`src/hdl/lss_pkg.sv`:
```
// lss_pkg: shared widths, defaults and operation/status codes for the LIFO stack with search.
// No dependencies. Used by the top level and the checker.
package lss_pkg;

    localparam int STACK_DEPTH_DEF = 16;
    localparam int DATA_W          = 32;
    localparam int ACT_W           = 2;
    localparam int STAT_W          = 2;
    localparam int FILL_W          = 5;

    typedef enum logic [ACT_W-1:0] {
        ACT_PUSH   = 2'd0,
        ACT_POP    = 2'd1,
        ACT_SEARCH = 2'd2
    } t_action;

    typedef enum logic [STAT_W-1:0] {
        ST_OK        = 2'd0,
        ST_UNDERFLOW = 2'd1,
        ST_OVERFLOW  = 2'd2
    } t_status;

endpackage

```
`src/hdl/lss_ram.sv`:
```
// lss_ram: generic single-write, single-read RAM with a registered read port.
// No dependencies.
module lss_ram #(
    parameter int WIDTH = 32,
    parameter int DEPTH = 16
) (
    input  logic                     i_clk,
    input  logic                     i_we,
    input  logic [$clog2(DEPTH)-1:0] i_waddr,
    input  logic [WIDTH-1:0]         i_wdata,
    input  logic [$clog2(DEPTH)-1:0] i_raddr,
    output logic [WIDTH-1:0]         o_rdata
);

    logic [WIDTH-1:0] r_mem [DEPTH];
    logic [WIDTH-1:0] r_rdata;

    always_ff @(posedge i_clk) begin
        if (i_we) begin
            r_mem[i_waddr] <= i_wdata;
        end
        r_rdata <= r_mem[i_raddr];
    end

    assign o_rdata = r_rdata;

endmodule

```
`src/hdl/lifo_stack_with_search_top.sv`:
```
// LIFO stack with search: bounded stack of signed words held in one lss_ram.
// Push, refusals, unused codes, search of an empty stack and pop of the last entry: result
// registered at transfer; other pops wait in S_POP for the RAM read of the new top.
// Search reads one entry per cycle from the top down, early out on match.
// Throughput: one item at a time; next transfer once idle and the result register is free.
// Reset (synchronous, active low) empties the stack at once; RAM contents are not cleared.
module lifo_stack_with_search_top #(
    parameter int STACK_DEPTH = lss_pkg::STACK_DEPTH_DEF
) (
    input  logic                              i_clk,
    input  logic                              i_rst_n,
    // input channel
    input  logic                              i_in_valid,
    output logic                              o_in_ready,
    input  logic [lss_pkg::ACT_W-1:0]         i_action,
    input  logic signed [lss_pkg::DATA_W-1:0] i_operand_value,
    // result channel
    output logic                              o_out_valid,
    input  logic                              i_out_ready,
    output logic [lss_pkg::STAT_W-1:0]        o_status,
    output logic signed [lss_pkg::DATA_W-1:0] o_popped_value,
    output logic                              o_found,
    output logic signed [lss_pkg::DATA_W-1:0] o_top_value,
    output logic                              o_stack_empty,
    output logic [lss_pkg::FILL_W-1:0]        o_fill_count
);

    // count needs to hold DEPTH itself; RAM address only DEPTH-1
    localparam int CW = $clog2(STACK_DEPTH + 1);
    localparam int AW = $clog2(STACK_DEPTH);

    typedef enum logic [2:0] {
        S_IDLE = 3'b001,
        S_POP  = 3'b010,   // waiting on RAM read of the new top
        S_SRCH = 3'b100    // walking entries, one compare per cycle
    } t_state;

    t_state                      r_state, n_state;
    logic [CW-1:0]               r_count, n_count;
    logic [lss_pkg::DATA_W-1:0]  r_top,   n_top;     // cached top entry
    logic [lss_pkg::DATA_W-1:0]  r_key,   n_key;     // search value
    logic [AW-1:0]               r_idx,   n_idx;     // address of entry now on RAM output

    // result register
    logic                        r_out_valid, n_out_valid;
    logic [lss_pkg::STAT_W-1:0]  r_status,    n_status;
    logic [lss_pkg::DATA_W-1:0]  r_popped,    n_popped;
    logic                        r_found,     n_found;
    logic [lss_pkg::DATA_W-1:0]  r_otop,      n_otop;
    logic                        r_oempty,    n_oempty;
    logic [lss_pkg::FILL_W-1:0]  r_ofill,     n_ofill;

    // RAM port
    logic                        w_we;
    logic [AW-1:0]               w_waddr;
    logic [lss_pkg::DATA_W-1:0]  w_wdata;
    logic [AW-1:0]               w_raddr;
    logic [lss_pkg::DATA_W-1:0]  w_rdata;

    logic                        w_in_acc;
    logic                        w_emit;
    logic [lss_pkg::STAT_W-1:0]  w_status;
    logic [lss_pkg::DATA_W-1:0]  w_popped;
    logic                        w_found;

    lss_ram #(
        .WIDTH (lss_pkg::DATA_W),
        .DEPTH (STACK_DEPTH)
    ) u_ram (
        .i_clk   (i_clk),
        .i_we    (w_we),
        .i_waddr (w_waddr),
        .i_wdata (w_wdata),
        .i_raddr (w_raddr),
        .o_rdata (w_rdata)
    );

    // Result register is free at a transfer edge, so busy states never stall on output.
    assign o_in_ready = (r_state == S_IDLE) && (!r_out_valid || i_out_ready);
    assign w_in_acc   = o_in_ready && i_in_valid;

    always_comb begin
        n_state     = r_state;
        n_count     = r_count;
        n_top       = r_top;
        n_key       = r_key;
        n_idx       = r_idx;
        n_out_valid = r_out_valid && !i_out_ready;
        n_status    = r_status;
        n_popped    = r_popped;
        n_found     = r_found;
        n_otop      = r_otop;
        n_oempty    = r_oempty;
        n_ofill     = r_ofill;

        w_we     = 1'b0;
        w_waddr  = r_count[AW-1:0];
        w_wdata  = i_operand_value;
        w_raddr  = r_idx;
        w_emit   = 1'b0;
        w_status = lss_pkg::ST_OK;
        w_popped = '0;
        w_found  = 1'b0;

        unique case (r_state)
            S_IDLE: begin
                // pop wants the entry below the top; search starts at the top
                if (i_action == lss_pkg::ACT_POP) begin
                    w_raddr = AW'(r_count - CW'(2));
                end else begin
                    w_raddr = AW'(r_count - CW'(1));
                end
                if (w_in_acc) begin
                    if (i_action == lss_pkg::ACT_PUSH) begin
                        w_emit = 1'b1;
                        if (r_count == CW'(STACK_DEPTH)) begin
                            w_status = lss_pkg::ST_OVERFLOW;
                        end else begin
                            w_we    = 1'b1;
                            n_count = r_count + CW'(1);
                            n_top   = i_operand_value;
                        end
                    end else if (i_action == lss_pkg::ACT_POP) begin
                        if (r_count == '0) begin
                            w_emit   = 1'b1;
                            w_status = lss_pkg::ST_UNDERFLOW;
                        end else begin
                            n_count  = r_count - CW'(1);
                            w_popped = r_top;
                            if (r_count == CW'(1)) begin
                                w_emit = 1'b1;
                            end else begin
                                n_popped = r_top;   // held until the new top arrives
                                n_state  = S_POP;
                            end
                        end
                    end else if (i_action == lss_pkg::ACT_SEARCH) begin
                        n_key = i_operand_value;
                        if (r_count == '0) begin
                            w_emit = 1'b1;
                        end else begin
                            n_idx   = AW'(r_count - CW'(1));
                            n_state = S_SRCH;
                        end
                    end else begin
                        // unused code: report unchanged stack
                        w_emit = 1'b1;
                    end
                end
            end
            S_POP: begin
                n_top    = w_rdata;
                w_popped = r_popped;
                w_emit   = 1'b1;
                n_state  = S_IDLE;
            end
            S_SRCH: begin
                if (w_rdata == r_key) begin
                    w_found = 1'b1;
                    w_emit  = 1'b1;
                    n_state = S_IDLE;
                end else if (r_idx == '0) begin
                    w_emit  = 1'b1;
                    n_state = S_IDLE;
                end else begin
                    n_idx   = r_idx - AW'(1);
                    w_raddr = r_idx - AW'(1);
                end
            end
            default: begin
                n_state = S_IDLE;
            end
        endcase

        if (w_emit) begin
            n_out_valid = 1'b1;
            n_status    = w_status;
            n_popped    = w_popped;
            n_found     = w_found;
            n_otop      = (n_count == '0) ? '0 : n_top;
            n_oempty    = (n_count == '0);
            n_ofill     = lss_pkg::FILL_W'(n_count);
        end
    end

    always_ff @(posedge i_clk) begin
        if (!i_rst_n) begin
            r_state     <= S_IDLE;
            r_count     <= '0;
            r_out_valid <= 1'b0;
        end else begin
            r_state     <= n_state;
            r_count     <= n_count;
            r_out_valid <= n_out_valid;
        end
        r_top    <= n_top;
        r_key    <= n_key;
        r_idx    <= n_idx;
        r_status <= n_status;
        r_popped <= n_popped;
        r_found  <= n_found;
        r_otop   <= n_otop;
        r_oempty <= n_oempty;
        r_ofill  <= n_ofill;
    end

    assign o_out_valid    = r_out_valid;
    assign o_status       = r_status;
    assign o_popped_value = r_popped;
    assign o_found        = r_found;
    assign o_top_value    = r_otop;
    assign o_stack_empty  = r_oempty;
    assign o_fill_count   = r_ofill;

endmodule

```
`config.mk`:
```
export PLATFORM = sky130hd
export DESIGN_NAME = lifo_stack_with_search_top
export DESIGN_NICKNAME = d
export VERILOG_FILES = /design/src/hdl/lss_pkg.sv /design/src/hdl/lss_ram.sv /design/src/hdl/lifo_stack_with_search_top.sv
export SDC_FILE = /design/constraint.sdc
export NUM_CORES = 1
export LEC_CHECK = 0
export BUFFER_PORTS_ARGS = -buffer_cell sky130_fd_sc_hd__buf_2
export CAP_MARGIN = 20
export CORE_MARGIN = 2
export CORE_UTILIZATION = 45
export CTS_CLUSTER_SIZE = 40
export DETAILED_ROUTE_END_ITERATION = 8
export PLACE_DENSITY = 0.67
export SLEW_MARGIN = 20
export SYNTH_ARGS = -nofsm -noshare
export SYNTH_HDL_FRONTEND = slang
export SYNTH_HIERARCHICAL = 1
export SYNTH_SLANG_ARGS = --single-unit
```
`constraint.sdc`:
```
create_clock -name i_clk -period 7.26 [get_ports i_clk]
set_clock_uncertainty 0.15 [all_clocks]
set_input_delay 1.089 -clock i_clk [delete_from_list [all_inputs] [get_ports i_clk]]
set_output_delay 1.089 -clock i_clk [all_outputs]
set_load 0.01 [all_outputs]
```
Word-level counts from Yosys, hierarchy flattened
Memories as Yosys holds them, arrays and structs flattened. A register that Yosys moved wholly into a read port is not among the register bits.
Index checks and enable logic that the tools add are counted.
{"block": "classes", "n_addsub": 4, "eq_ne": 20, "n_mux": 64, "bitwise": 2, "n_reduce_logical": 19}
{"op": "$mux 32", "count": 14}
{"op": "$pmux 32 s2", "count": 2}
{"op": "$eq 32x32->1", "count": 1}
{"op": "$mux 4", "count": 8}
{"op": "$mux 5", "count": 6}
{"op": "$mux 3", "count": 9}
{"op": "$mux 1", "count": 19}
{"op": "$ne 2x2->1 const B", "count": 8}
{"op": "$pmux 4 s2", "count": 2}
{"op": "$reduce_and 6->1", "count": 2}
{"op": "$logic_not 5->1", "count": 2}
{"op": "$reduce_bool 2->1", "count": 4}
{"op": "$reduce_and 7->1", "count": 1}
{"op": "$ne 3x3->1 const B", "count": 2}
{"op": "$pmux 3 s2", "count": 1}
{"op": "$add 5x1->5 const B", "count": 1}
{"op": "$eq 5x1->1 const B", "count": 1}
{"op": "$eq 5x5->1 const B", "count": 1}
{"op": "$reduce_and 5->1", "count": 1}
{"op": "$sub 5x1->5 const B", "count": 1}
{"op": "$logic_not 4->1", "count": 1}
{"op": "$mux 2", "count": 2}
{"op": "$sub 4x1->4 const B", "count": 1}
{"op": "$sub 4x2->4 const B", "count": 1}
{"op": "14 further kinds", "count": 18}
{"block": "word_totals", "regBits": 150, "ram_bits": 512, "in_bits": 38, "output_inout_bits": 75, "word_cells": 122, "memories": 1}
{"name": "u_ram.r_mem", "depth": 16, "word_bits": 32, "rd": 1, "rd_ports_with_merged_regs": 1, "wr": 1, "line": "lss_ram.sv:15", "source": "logic [WIDTH-1:0] r_mem [DEPTH];"}

Longest topological paths before layout
{"block": "logic_depth", "word_depth": 9, "mapped_depth": 14, "ltp_nobuf": 11}

Modules after synthesis
Netlist, hierarchy kept.
{"mod": "lss_ram", "n_inst": 1, "cells_each": 838, "area_each_um2": 19835.3, "seq_area_each_um2": 16015.4}
{"mod": "lifo_stack_with_search_top", "n_inst": 1, "cells_each": 487, "area_each_um2": 6475.0, "seq_area_each_um2": 4093.9}

Worst setup path before layout
OpenSTA, ideal clock, no wires.
{"block": "synth_timing", "path_kind": "in2reg", "startpoint": "input i_action[1] (netlist name)", "endpoint": "memory u_ram.r_mem[0][0], enable pin", "setup_time_ns": 0.461, "arrival_ns": 4.795, "t_required_ns": 6.649, "setup_slack_ns": 1.854, "cell_stages": 7, "path_buffers": 2, "path_cell_list": "nand2b_1 or3_1 buf_2 nor2_8 buf_2 or3b_2 nor3_1"}
{"block": "synth_via", "elab_chain_len": 6}
{"item": "start, declared", "line": "lifo_stack_with_search_top.sv:15", "source": "input logic [lss_pkg::ACT_W-1:0] i_action,"}
{"item": "$logic_not 2->1", "line": "lifo_stack_with_search_top.sv:114", "source": "if (i_action == lss_pkg::ACT_PUSH) begin"}
{"item": "$mux 1", "line": "lifo_stack_with_search_top.sv:114"}
{"item": "$mux 1", "line": "lifo_stack_with_search_top.sv:113", "source": "if (w_in_acc) begin"}
{"item": "$mux 1", "line": "lifo_stack_with_search_top.sv:105", "source": "unique case (r_state)"}
{"item": "via w_we", "line": "lifo_stack_with_search_top.sv:54", "source": "logic w_we;"}
{"item": "$mux 1", "line": "lss_ram.sv:19", "source": "if (i_we) begin"}
{"item": "$mux 1 (implied by the code)", "line": "lss_ram.sv:20", "source": "r_mem[i_waddr] <= i_wdata;"}
{"item": "end, declared", "line": "lss_ram.sv:15"}
The timed path passes the listed nets, and every way through them passes these cells.

Final worst setup path
{"block": "layout_timing", "startpoint": "register r_count[0]", "endpoint": "memory u_ram.r_mem[10][28], enable pin"}
{"block": "layout_via", "elab_chain_len": 7}
{"item": "start, declared", "line": "lifo_stack_with_search_top.sv:39", "source": "logic [CW-1:0] r_count, n_count;"}
{"item": "start signal, assigned", "line": "lifo_stack_with_search_top.sv:193", "source": "r_count <= n_count;"}
{"item": "$eq 5x5->1", "line": "lifo_stack_with_search_top.sv:116", "source": "if (r_count == CW'(STACK_DEPTH)) begin"}
{"item": "$mux 1", "line": "lifo_stack_with_search_top.sv:116"}
{"item": "$mux 1", "line": "lifo_stack_with_search_top.sv:114"}
{"item": "$mux 1", "line": "lifo_stack_with_search_top.sv:113"}
{"item": "$mux 1", "line": "lifo_stack_with_search_top.sv:105"}
{"item": "$mux 1", "line": "lss_ram.sv:19"}
{"item": "$mux 1 (implied by the code)", "line": "lss_ram.sv:20"}
Several ways; a longest one is shown, not always the timed one.

==> impl_metrics.tcl <==
set metrics [dict create \
    path_cells "inv_1, ha_1, a31o_2, nor2_8, nand3b_1, nor2_4, buf_4" \
    max_stage_delay_ps 810 \
    hold_buffers 0 \
    final.setup.tns_ps 0 \
    tritoncts "done" \
    nNetsFinal 1526 \
    synth_edf_count 621 \
    hpwl_um 36600 \
    critPathLaunchType "flip-flop" \
    antenna_cells 0 \
    drc 0 \
    grt-ovfl-total 0 \
    crit_path_end_kind "flip-flop" \
    rsz0062_at_grt "false" \
    fin_ws_ps 2720 \
    wl_per_cell_um 26.6 \
    final_cell_count_no_fill 2304 \
    antenna_found_initial 1 \
    clockBufferDepth 3 \
    place_ws_ps 2410 \
    grt_pass1_vias 13500 \
    cp_data_arrival_time_ps 4640 \
    dp_cells 2169 \
    ys_async_sr_fraction 0 \
    syn_nets 1371 \
    dieArea_um2 60400 \
    max_slew_margin 0.348 \
    grt_usage 0.205 \
    vias 13300 \
    drt_wl_total_um 61200 \
    core_um2 57800 \
    worstRegToRegCells 7 \
    path_clk_slew_ps 60 \
    synth_cells 1325 \
    fin_crit_sh 0.626 \
    seqCellArea_um2 20100 \
    htreeDepth 3 \
    ys.flop_type "edfxtp_1" \
    maxCapViolations 0 \
    drt-initial-drc-count 1467 \
    area_delta_synth_final_pct 16.5 \
    hold_path_depth 1 \
    multiInputGateArea_um2 6000 \
    start_util 0.455 \
    yosysWarnings 6 \
    crit_fanout 39 \
    netlist_area_um2 26300 \
    yosysUniqueCellTypes 60 \
    status "completed" \
    die_x_um 246 \
    port_buffers 112 \
    clk_latency_ps 620 \
    ys_seq_area_frac 0.764 \
    gp_congestion 0.786 \
    hp-class "reg -> reg" \
    crit_required_ps 7360 \
    fill_cells 4450 \
    cts_setup_buffers 0 \
    drt_pre_antenna_iters 5 \
    crit_type "reg -> reg" \
    hold_viol_final 0 \
    cts_root_buf "clkbuf_16" \
    dieHeight_um 246 \
    peakVddDrop_uv 192 \
    tightest_slew_ps 974 \
    setup_viol 0 \
    clock_sinks 694 \
    p_per_area_nw_per_um2 317 \
    grt_max_degree 129 \
    post_cts_resized 0 \
    final_antenna_net_count 0 \
    p_leak_nw 10.4 \
    postSynthAreaPerCell_um2 19.9 \
    row_count 88 \
    drive_above_1_share 0.276 \
    period_needed_ps 4540 \
    fin_util 0.530 \
    cpMaxStageDelayCell "dfxtp_1" \
    viasPerCell 5.78 \
    numCtsBuffers 71 \
    slew_violations 0 \
    grt_pass1_wl_um 89800 \
    ys_ff_latch 694 \
    ioPinCount 113 \
    fmax_mhz 220 \
]
==> synth_stat cells, types with 10 or more instances <==
cell,count,share of area
edfxtp_1,621,0.71
mux4_2,128,0.11
dfxtp_1,73,0.056
and2_1,69,0.016
a22oi_1,65,0.019
nand2_1,45,0.0064
xor2_1,35,0.012
and3_1,34,0.0081
a221o_1,32,0.012
clkbuf_1,29,0.0041
nor2_1,28,0.0040
buf_2,13,0.0025
inv_1,11,0.0016
buf_1,10,0.0014
==> final timing paths <==
path                               to        from  slack, ps
hold / removal               r_top[6]    r_top[6]        350
setup reg to reg  u_ram/r_mem[10][28]  r_count[0]       2720
setup / recovery  u_ram/r_mem[10][28]  r_count[0]       2720
hold reg to reg              r_top[6]    r_top[6]        350
==> through the flow <==
step	cell area, um^2	hold WS, ps	total power [mW]
5_1_grt	30700	368	10.0
6_report	30700	348	9.71
4_1_cts	30600	350	9.77
2_1_floorplan	26300	312	5.57
3_3_place_gp	27900	329	6.04
3_5_place_dp	28200	334	6.06
==> state kept, by name, summed over array words and instances (netlist names), 3 cells and up <==
signal	flops
o_popped_value	32
r_top	32
r_key	32
u_ram/o_rdata	32
o_fill_count	5
u_ram/r_mem	512
r_idx	4
r_state	3
o_top_value	32
r_count	5
==> cells in the final DEF (no fill, tap or decap), types with 3 or more instances in the layout <==
master	instances
edfxtp_1	621
xor2_1	35
nor2b_1	3
dfxtp_1	73
nor2_4	15
nand2b_1	6
nor2_1	14
clkinv_1	13
a31oi_1	4
o211ai_1	3
a21oi_1	5
buf_16	11
o21ai_0	8
buf_12	6
clkbuf_16	76
a221o_1	32
bufinv_16	8
nor3_2	4
xnor2_1	4
nand4_1	4
ha_1	8
nor4_1	8
clkinv_2	15
buf_4	20
buf_2	112
and3_1	34
and2_1	69
clkbuf_1	11
a22oi_1	65
nand3_1	8
inv_1	11
nor3_1	5
clkbuf_8	4
nand2_1	44
nand3b_1	3
mux4_2	128
==> critical path, delay by kind of cell, from the launching register on <==
kind | cells | cell delay (ps)
AO/OA/AOI/OAI | 1 | 310
AND/OR/NAND/NOR | 3 | 1840
flip-flops | 1 | 810
buffers and inverters | 2 | 710
adder cells (fa/ha/maj) | 1 | 330
==> cell families (layout without fill, tap and decap cells) <==
kind of cell,Yosys count,after routing,synth area share
DFF,694,694,0.764
and+or+nand+nor,234,234,0.0502
AOI/OAI and AO/OA,139,139,0.0427
muxes,132,132,0.111
buffers and inverters,79,293,0.0149
xor gates and xnor gates,39,39,0.0130
adders and majority gates,8,8,0.00380
==> power breakdown <==
part	internal (mW)	leakage, nW	switching (mW)
Combinational	0.516	2.98	0.719
Sequential	4.60	6.27	0.143
Clock	2.24	1.19	1.49
Total	7.36	10.4	2.35
==> routing by layer <==
layer	global-route usage	share of wire	wire length, um	up-vias
met1	0.290	0.42	26000	7048
met4	0.0581	0.020	1200	0
met2	0.326	0.49	29700	497
met3	0.0391	0.070	4300	72
li1	-	-	-	5708
met5	0	0	0	-
==> area by class of cell <==
type,instances,share of cell area
well taps,765,0.0312
clock inverters,41,0.0135
clock buffers,91,0.0652
repair buffers,149,0.0370
multi-input cells,552,0.196
inverters,12,0.00147
flip-flops and latches,694,0.656
Power figures use the tool's default switching activity.
